[src/rtl/mmh_pkg.sv]
// ----------------------------------------------------------------------------
// mmh_pkg
// Shared types and constants for the MurmurHash2 32-bit hashing block.
// ----------------------------------------------------------------------------
`default_nettype none

package mmh_pkg;

  localparam logic [31:0] MIX_MUL     = 32'h5bd1_e995;
  localparam int          MIX_SHIFT   = 24;
  localparam int          FIN_SHIFT_A = 13;
  localparam int          FIN_SHIFT_B = 15;

  localparam logic [31:0] MASK_ONE    = 32'h0000_00ff;
  localparam logic [31:0] MASK_TWO    = 32'h0000_ffff;
  localparam logic [31:0] MASK_THREE  = 32'h00ff_ffff;

  localparam logic [1:0]  OP_EMPTY    = 2'd0;
  localparam logic [1:0]  OP_TAIL     = 2'd1;
  localparam logic [1:0]  OP_FULL     = 2'd2;

  localparam logic [2:0]  BYTES_ONE   = 3'd1;
  localparam logic [2:0]  BYTES_TWO   = 3'd2;
  localparam logic [2:0]  BYTES_THREE = 3'd3;

  localparam logic        REG_HASH_SEED = 1'b0;

  typedef struct packed {
    logic        first;
    logic [31:0] init;
    logic [1:0]  op;
    logic        last;
    logic [31:0] word;
  } mmh_entry_t;

endpackage

`default_nettype wire

[src/rtl/mmh_front.sv]
// ----------------------------------------------------------------------------
// mmh_front
// Accepts input words, tracks message boundaries, classifies each word and
// masks tail bytes before queuing it for the hashing core.
// ----------------------------------------------------------------------------
`default_nettype none

module mmh_front (
  input  wire  logic                clk,
  input  wire  logic                rst,
  input  wire  logic                push,
  output logic                      full,
  input  wire  logic [31:0]         data_word,
  input  wire  logic [2:0]          valid_bytes,
  input  wire  logic                last_word,
  input  wire  logic [31:0]         msg_len,
  input  wire  logic [31:0]         seed,
  input  wire  logic                q_full,
  output logic                      q_wr,
  output mmh_pkg::mmh_entry_t       q_entry
);

  logic in_message;
  logic in_message_next;

  assign full = q_full;
  assign q_wr = push && !q_full;

  always_comb begin
    q_entry.first = !in_message;
    q_entry.init  = seed ^ msg_len;
    q_entry.last  = last_word;
    q_entry.op    = mmh_pkg::OP_TAIL;
    q_entry.word  = data_word;
    unique case (valid_bytes)
      3'd0: begin
        q_entry.op   = mmh_pkg::OP_EMPTY;
        q_entry.word = '0;
      end
      mmh_pkg::BYTES_ONE:   q_entry.word = data_word & mmh_pkg::MASK_ONE;
      mmh_pkg::BYTES_TWO:   q_entry.word = data_word & mmh_pkg::MASK_TWO;
      mmh_pkg::BYTES_THREE: q_entry.word = data_word & mmh_pkg::MASK_THREE;
      default:              q_entry.op   = mmh_pkg::OP_FULL;
    endcase
  end

  always_comb begin
    in_message_next = in_message;
    if (q_wr) begin
      in_message_next = !last_word;
    end
  end

  always_ff @(posedge clk) begin
    if (rst) begin
      in_message <= 1'b0;
    end else begin
      in_message <= in_message_next;
    end
  end

endmodule

`default_nettype wire

[src/rtl/mmh_fifo.sv]
// ----------------------------------------------------------------------------
// mmh_fifo
// Short queue of classified words between the front end and the core.
// ----------------------------------------------------------------------------
`default_nettype none

module mmh_fifo #(
  parameter int DEPTH = 2
) (
  input  wire  logic                clk,
  input  wire  logic                rst,
  input  wire  logic                wr_en,
  input  wire  mmh_pkg::mmh_entry_t wr_data,
  output logic                      full,
  input  wire  logic                rd_en,
  output mmh_pkg::mmh_entry_t       rd_data,
  output logic                      empty
);

  localparam int AW = (DEPTH > 1) ? $clog2(DEPTH) : 1;
  localparam int CW = $clog2(DEPTH + 1);

  mmh_pkg::mmh_entry_t mem [DEPTH];
  logic [AW-1:0] wr_ptr;
  logic [AW-1:0] rd_ptr;
  logic [CW-1:0] count;
  logic          do_wr;
  logic          do_rd;

  assign full    = (count == CW'(DEPTH));
  assign empty   = (count == '0);
  assign do_wr   = wr_en && !full;
  assign do_rd   = rd_en && !empty;
  assign rd_data = mem[rd_ptr];

  always_ff @(posedge clk) begin
    if (do_wr) begin
      mem[wr_ptr] <= wr_data;
    end
  end

  always_ff @(posedge clk) begin
    if (rst) begin
      wr_ptr <= '0;
      rd_ptr <= '0;
      count  <= '0;
    end else begin
      if (do_wr) begin
        wr_ptr <= (wr_ptr == AW'(DEPTH - 1)) ? '0 : wr_ptr + 1'b1;
      end
      if (do_rd) begin
        rd_ptr <= (rd_ptr == AW'(DEPTH - 1)) ? '0 : rd_ptr + 1'b1;
      end
      if (do_wr && !do_rd) begin
        count <= count + 1'b1;
      end else if (do_rd && !do_wr) begin
        count <= count - 1'b1;
      end
    end
  end

  a_count_bound: assert property (@(posedge clk) disable iff (rst)
    count <= CW'(DEPTH))
    else $error("queue count above depth");

  a_no_lost_write: assert property (@(posedge clk) disable iff (rst)
    (wr_en && !full && !(rd_en && !empty)) |=> (count == $past(count) + 1'b1))
    else $error("queue write not counted");

endmodule

`default_nettype wire

[src/rtl/mmh_core.sv]
// ----------------------------------------------------------------------------
// mmh_core
// Hashing sequencer: one shared constant multiplier steps each queued word
// through mixing and finalization and fills the result register.
// ----------------------------------------------------------------------------
`default_nettype none

module mmh_core (
  input  wire  logic                clk,
  input  wire  logic                rst,
  input  wire  logic                q_empty,
  input  wire  mmh_pkg::mmh_entry_t q_data,
  output logic                      q_pop,
  output logic [31:0]               hash_value,
  output logic                      empty,
  input  wire  logic                pop
);

  localparam logic [2:0] S_IDLE = 3'd0;
  localparam logic [2:0] S_K2   = 3'd1;
  localparam logic [2:0] S_H    = 3'd2;
  localparam logic [2:0] S_T    = 3'd3;
  localparam logic [2:0] S_F1   = 3'd4;
  localparam logic [2:0] S_F2   = 3'd5;

  logic [2:0]  state;
  logic [2:0]  state_next;
  logic        out_valid;
  logic        out_load;
  logic [31:0] h;
  logic [31:0] k;
  logic [31:0] w;
  logic        last;
  logic [31:0] mul_a;
  logic [31:0] mul_p;

  assign q_pop    = (state == S_IDLE) && !q_empty;
  assign out_load = (state == S_F2) && (!out_valid || pop);
  assign empty    = !out_valid;
  assign mul_p    = mul_a * mmh_pkg::MIX_MUL;

  always_comb begin
    unique case (state)
      S_K2:    mul_a = k ^ (k >> mmh_pkg::MIX_SHIFT);
      S_H:     mul_a = h;
      S_T:     mul_a = h ^ w;
      S_F1:    mul_a = h ^ (h >> mmh_pkg::FIN_SHIFT_A);
      default: mul_a = q_data.word;
    endcase
  end

  always_comb begin
    state_next = state;
    unique case (state)
      S_IDLE: begin
        if (!q_empty) begin
          unique case (q_data.op)
            mmh_pkg::OP_FULL:  state_next = S_K2;
            mmh_pkg::OP_TAIL:  state_next = S_T;
            default:           state_next = q_data.last ? S_F1 : S_IDLE;
          endcase
        end
      end
      S_K2:    state_next = S_H;
      S_H:     state_next = last ? S_F1 : S_IDLE;
      S_T:     state_next = last ? S_F1 : S_IDLE;
      S_F1:    state_next = S_F2;
      S_F2:    state_next = out_load ? S_IDLE : S_F2;
      default: state_next = S_IDLE;
    endcase
  end

  always_ff @(posedge clk) begin
    if (rst) begin
      state     <= S_IDLE;
      out_valid <= 1'b0;
    end else begin
      state <= state_next;
      if (out_load) begin
        out_valid <= 1'b1;
      end else if (pop) begin
        out_valid <= 1'b0;
      end
    end
  end

  always_ff @(posedge clk) begin
    unique case (state)
      S_IDLE: begin
        if (!q_empty) begin
          if (q_data.first) begin
            h <= q_data.init;
          end
          k    <= mul_p;
          w    <= q_data.word;
          last <= q_data.last;
        end
      end
      S_K2: k <= mul_p;
      S_H:  h <= mul_p ^ k;
      S_T:  h <= mul_p;
      S_F1: h <= mul_p;
      default: begin
        if (out_load) begin
          hash_value <= h ^ (h >> mmh_pkg::FIN_SHIFT_B);
        end
      end
    endcase
  end

  a_pop_idle_only: assert property (@(posedge clk) disable iff (rst)
    q_pop |-> (state == S_IDLE))
    else $error("queue popped while busy");

  a_fin_hold: assert property (@(posedge clk) disable iff (rst)
    (state == S_F2 && out_valid && !pop) |=> (state == S_F2))
    else $error("result register overwritten");

  a_fin_order: assert property (@(posedge clk) disable iff (rst)
    (state == S_F1) |=> (state == S_F2))
    else $error("finalization step skipped");

endmodule

`default_nettype wire

[src/rtl/murmurhash2_32bit.sv]
// ----------------------------------------------------------------------------
// murmurhash2_32bit
// Streaming 32-bit MurmurHash2 over little-endian message words.
//
//   channel  | handshake           | payload
//   ---------+---------------------+-----------------------------------------
//   input    | push / full         | data_word, valid_bytes, last_word, msg_len
//   result   | pop / empty         | hash_value
//   config   | psel/penable/pready | paddr, pwrite, pwdata, prdata (hash_seed)
//
// An empty word (no valid bytes) is taken in S_IDLE alone, a tail word also
// passes S_T and a full word S_K2 and S_H; a last word adds the finalization
// states S_F1 and S_F2. The single shared multiplier in the core sets this.
// Reset is synchronous and clears the queue, message tracking, result valid
// flag and seed. full rises while the word queue holds QUEUE_DEPTH entries;
// the core holds a finished hash until the result register is free.
// ----------------------------------------------------------------------------
`default_nettype none

module murmurhash2_32bit #(
  parameter int QUEUE_DEPTH = 2
) (
  input  wire  logic        clk,
  input  wire  logic        rst,
  input  wire  logic        push,
  output logic              full,
  input  wire  logic [31:0] data_word,
  input  wire  logic [2:0]  valid_bytes,
  input  wire  logic        last_word,
  input  wire  logic [31:0] msg_len,
  output logic              empty,
  input  wire  logic        pop,
  output logic [31:0]       hash_value,
  input  wire  logic        psel,
  input  wire  logic        penable,
  input  wire  logic        pwrite,
  input  wire  logic [2:0]  paddr,
  input  wire  logic [31:0] pwdata,
  output logic [31:0]       prdata,
  output logic              pready
);

  logic                seed;
  logic [31:0]         hash_seed;
  logic                q_full;
  logic                q_empty;
  logic                q_wr;
  logic                q_pop;
  mmh_pkg::mmh_entry_t q_wr_data;
  mmh_pkg::mmh_entry_t q_rd_data;

  assign pready = 1'b1;
  assign seed   = (paddr[2] == mmh_pkg::REG_HASH_SEED);

  always_ff @(posedge clk) begin
    if (rst) begin
      hash_seed <= '0;
    end else if (psel && penable && pwrite && seed) begin
      hash_seed <= pwdata;
    end
  end

  always_comb begin
    prdata = '0;
    if (seed) begin
      prdata = hash_seed;
    end
  end

  mmh_front u_front (
    .clk         (clk),
    .rst         (rst),
    .push        (push),
    .full        (full),
    .data_word   (data_word),
    .valid_bytes (valid_bytes),
    .last_word   (last_word),
    .msg_len     (msg_len),
    .seed        (hash_seed),
    .q_full      (q_full),
    .q_wr        (q_wr),
    .q_entry     (q_wr_data)
  );

  mmh_fifo #(
    .DEPTH (QUEUE_DEPTH)
  ) u_fifo (
    .clk     (clk),
    .rst     (rst),
    .wr_en   (q_wr),
    .wr_data (q_wr_data),
    .full    (q_full),
    .rd_en   (q_pop),
    .rd_data (q_rd_data),
    .empty   (q_empty)
  );

  mmh_core u_core (
    .clk        (clk),
    .rst        (rst),
    .q_empty    (q_empty),
    .q_data     (q_rd_data),
    .q_pop      (q_pop),
    .hash_value (hash_value),
    .empty      (empty),
    .pop        (pop)
  );

endmodule

`default_nettype wire

[config.mk]
export PLATFORM = sky130hd
export DESIGN_NAME = murmurhash2_32bit
export DESIGN_NICKNAME = d
export VERILOG_FILES = /design/src/rtl/mmh_pkg.sv /design/src/rtl/mmh_front.sv /design/src/rtl/mmh_fifo.sv /design/src/rtl/mmh_core.sv /design/src/rtl/murmurhash2_32bit.sv
export SDC_FILE = /design/constraint.sdc
export NUM_CORES = 1
export LEC_CHECK = 0
export BUFFER_PORTS_ARGS = -buffer_cell sky130_fd_sc_hd__buf_2
export CAP_MARGIN = 20
export CORE_ASPECT_RATIO = 1.4
export CORE_MARGIN = 1.5
export CORE_UTILIZATION = 62
export CTS_BUF_LIST = sky130_fd_sc_hd__clkbuf_16
export DETAILED_ROUTE_END_ITERATION = 7
export PLACE_DENSITY_LB_ADDON = 0.2
export SYNTH_ARGS = -nofsm -noshare
export SYNTH_HDL_FRONTEND = slang
export SYNTH_HIERARCHICAL = 1
export SYNTH_SLANG_ARGS = --single-unit
[constraint.sdc]
create_clock -name clk -period 12.15 [get_ports clk]
set_clock_uncertainty 0.15 [all_clocks]
set_input_delay 0.6075 -clock clk [delete_from_list [all_inputs] [get_ports clk]]
set_output_delay 0.6075 -clock clk [all_outputs]
set_load 0.01 [all_outputs]
==> impl_results.md <==
- Main combinational cell family by area after synthesis: adder cells
- Setup-failing EPs final: 0
- DR WL/cell: between 20 and 25 microns
- CP dominant cell by count: fa_1
- Synth Area in Simple Gates: 0.08076
- Grt ovf: 0
- Largest net degree at the start of global routing: roughly 160
- Vias per cell: slightly below 6
- Clock period minus worst slack: 9645 ps
- Gate Count Post-Synth: between 2000 and 2500
- Fin Setup TNS: 0 ps
- Crit share post-route: 0.7938
- Die ar.: between 40000 and 50000 sq um
- Critical path class: flop to flop
- RSZ-0062 raised after global routing: no
- Outcome: finished clean
- Die W: 171.3 microns
- Worst hold path type: input port to flop
- Routability-driven placement congestion ratio: ~0.92
- Compound-Gate Fraction of Synth Area: 0.09832
- Port bufs: 173
- Die height: between 200 and 250 microns
- Vias in the first global route: 18014
- Cell area after synthesis: between 20000 and 25000 sq um
- Layout area overhead: 8.763%
- Worst Path Arrival: around 9800 ps
- Dpl hpwl: around 48000 microns
- Unique masters post-synth: between 80 and 90
- TritonRoute pass-1 iters: 8
- Most common cell after layout, fill and taps aside: inv_1
- Critical path capture point type: flop
- Max Transition Viols Final: 0
- Xor and xnor area share after synthesis: 0.05240
- Synth warn: 6
- First-pass GRT wire length: 98600 microns
- Multiplexer share of the synthesized area: 0.07281
- Worst Path Required: between 10000 and 15000 ps
- DRT antenna net count: 0
- Mapped Avg Cell Area: 11.02 sq um
- Final WL: 63630 microns
- Clk Latency, worst-skew pair: between 500 and 600 ps
- Prevailing post-synth register cell: edfxtp_1
- Layout cells sized above 1: 0.1491
- # resized after CTS: 0
- CTS Hold Bufs: 0
- Adder-Cell Fraction of Synth Area: 0.2585
- Max FO, Critical Path: 154
- Std cell rows: between 80 and 90
- Number of clock sinks: about 300
- CTS tree: done
- Post-synth EDFFs: 265
- H-Tree Depth: 1
- Yosys reg bits: a little over 300
- Maximum clock frequency: approximately 100 MHz
- Final nets: between 2000 and 3000
- Most frequent cells in the layout: inv_1 (377), edfxtp_1 (265), ha_1 (218)
- Root Buffer: clkbuf_16
- Total GRT Usage: 0.3222
- Post-route core utilization: 0.6805
- Slew HR: 0.3100
- Final Hold Vio Count: 0
- Register area share after synthesis: 0.3581
- Async S/R FF share, synth: 0
- Boundary Pins: 177
- Initial Util: 0.6256
- Clk buf depth: 3
- Startpoint type of the worst setup path: flop
- Post-Syn Nets: between 2000 and 3000
- Clk pin slew, worst setup/hold paths: ~70 ps
- Core area: around 39000 sq um
- Slowest cell on crit path: or2_1
- CTS buffer count: 27
- Slowest cell delay on critical path: a little over 600 ps
- DRC Markers: 0
- Actual slew at the worst max-slew pin: roughly 1000 ps
- Via count: about 17000
- MaxCap Viol Count: 0
- Post-CTS setup buffer count: 0
- Initial antenna violation count: 0
- # diodes: 0
- Starting DRT DRC Count: roughly 1500
## cells in the mapped netlist, types with 5 or more instances
| master | instances | area (sq um) |
|---|---|---|
| inv_1 | 372 | 1396 |
| edfxtp_1 | 265 | 7958 |
| ha_1 | 218 | 2728 |
| fa_1 | 181 | 3623 |
| o21ai_0 | 105 | 525.5 |
| mux2i_1 | 88 | 880.8 |
| nand2_1 | 80 | 300.3 |
| nor2_1 | 75 | 281.5 |
| nand2b_1 | 74 | 462.9 |
| xnor2_1 | 71 | 621.9 |
| xor2_1 | 69 | 604.3 |
| clkbuf_1 | 65 | 244.0 |
| a21oi_1 | 62 | 310.3 |
| nor2b_1 | 60 | 375.4 |
| mux2_2 | 54 | 608.1 |
| a22oi_1 | 42 | 315.3 |
| dfxtp_1 | 42 | 840.8 |
| nand3_1 | 35 | 175.2 |
| a21o_1 | 20 | 150.1 |
| mux2_4 | 20 | 300.3 |
| nor3_1 | 19 | 95.09 |
| o22a_1 | 18 | 157.7 |
| o22ai_1 | 15 | 93.84 |
| and2_1 | 11 | 68.82 |
| a211oi_1 | 10 | 75.07 |
| a221o_1 | 10 | 100.1 |
| buf_1 | 9 | 33.78 |
| buf_2 | 9 | 45.04 |
| buf_6 | 9 | 101.4 |
| buf_4 | 7 | 52.55 |
| o31ai_1 | 7 | 52.55 |
| a211o_1 | 6 | 52.55 |
| and3_1 | 6 | 37.54 |
| o221ai_1 | 6 | 52.55 |
| a31oi_1 | 5 | 31.28 |
| o21a_1 | 5 | 37.54 |
## per-layer routing
layer | global-route usage | share of wire | wire (microns)
met1 | 0.3815 | 0.37 | 23450
met5 | 0 | 0 | 0
met3 | 0.03526 | 0.061 | 3855
met2 | 0.5509 | 0.50 | 31550
met4 | 0.2174 | 0.075 | 4775
## per-stage QoR
stage               setup WS, ps  area [sq um]  hold slack (ps)  instances
floorplan                   3073         24570            274.4       2230
global placement            2639         25850            307.4       2858
detailed placement          2583         25850            332.4       2858
CTS                         2548         26700            103.0       2908
global route                2063         26730            107.0       2909
finish                      2505         26730            123.2       2909
## cell families after synthesis
group,after synthesis
fa+ha+maj,399
xor+xnor,143
buf+inv,476
compound gates,360
mux,162
flops,307
other cells,1
simple gates,382
## area by class of cell
cell class	instances	area, sq um
Sequential cell	307	8811
Clock buffer	29	725.7
Inverter	374	1405
Clock inverter	21	121.4
Fill cell	2988	12550
Tap cell	528	660.6
Timing Repair Buffer	203	1124
Multi-Input combinational cell	1447	13880
## critical path, delay by kind of cell (launching register included)
kind	cells	cell delay, ps
compound gates	8	1580
fa+ha+maj	9	4030
buf+inv	9	1560
flops	1	370
simple gates	6	1560
## final timing paths
| kind | startpoint | end | slack (ps) | cells after the start |
|---|---|---|---|---|
| worst max-delay path | u_core/state[1] | u_core/h[31] | 2510 | 32 |
| worst min-delay path | last_word | u_fifo/mem[1][32] | 120 | 1 |
| worst max register to register | u_core/state[1] | u_core/h[31] | 2510 | 32 |
| worst min register to register | u_fifo/wr_ptr | u_fifo/wr_ptr | 340 | 2 |
## sequential cells by signal (all words and copies together) (netlist names), named ones only
name,flops
u_fifo/wr_ptr,1
u_core/state,3
u_fifo/count,2
u_core/k,32
hash_seed,32
u_front/in_message,1
u_fifo/rd_ptr,1
u_core/out_valid,1
u_core/last,1
u_core/hash_value,32
u_core/w,32
u_fifo/mem,136
u_core/h,32
Power is left out: the tool's default activity adds up to more than one toggle a clock period on the data nets, which glitch-free logic cannot reach.
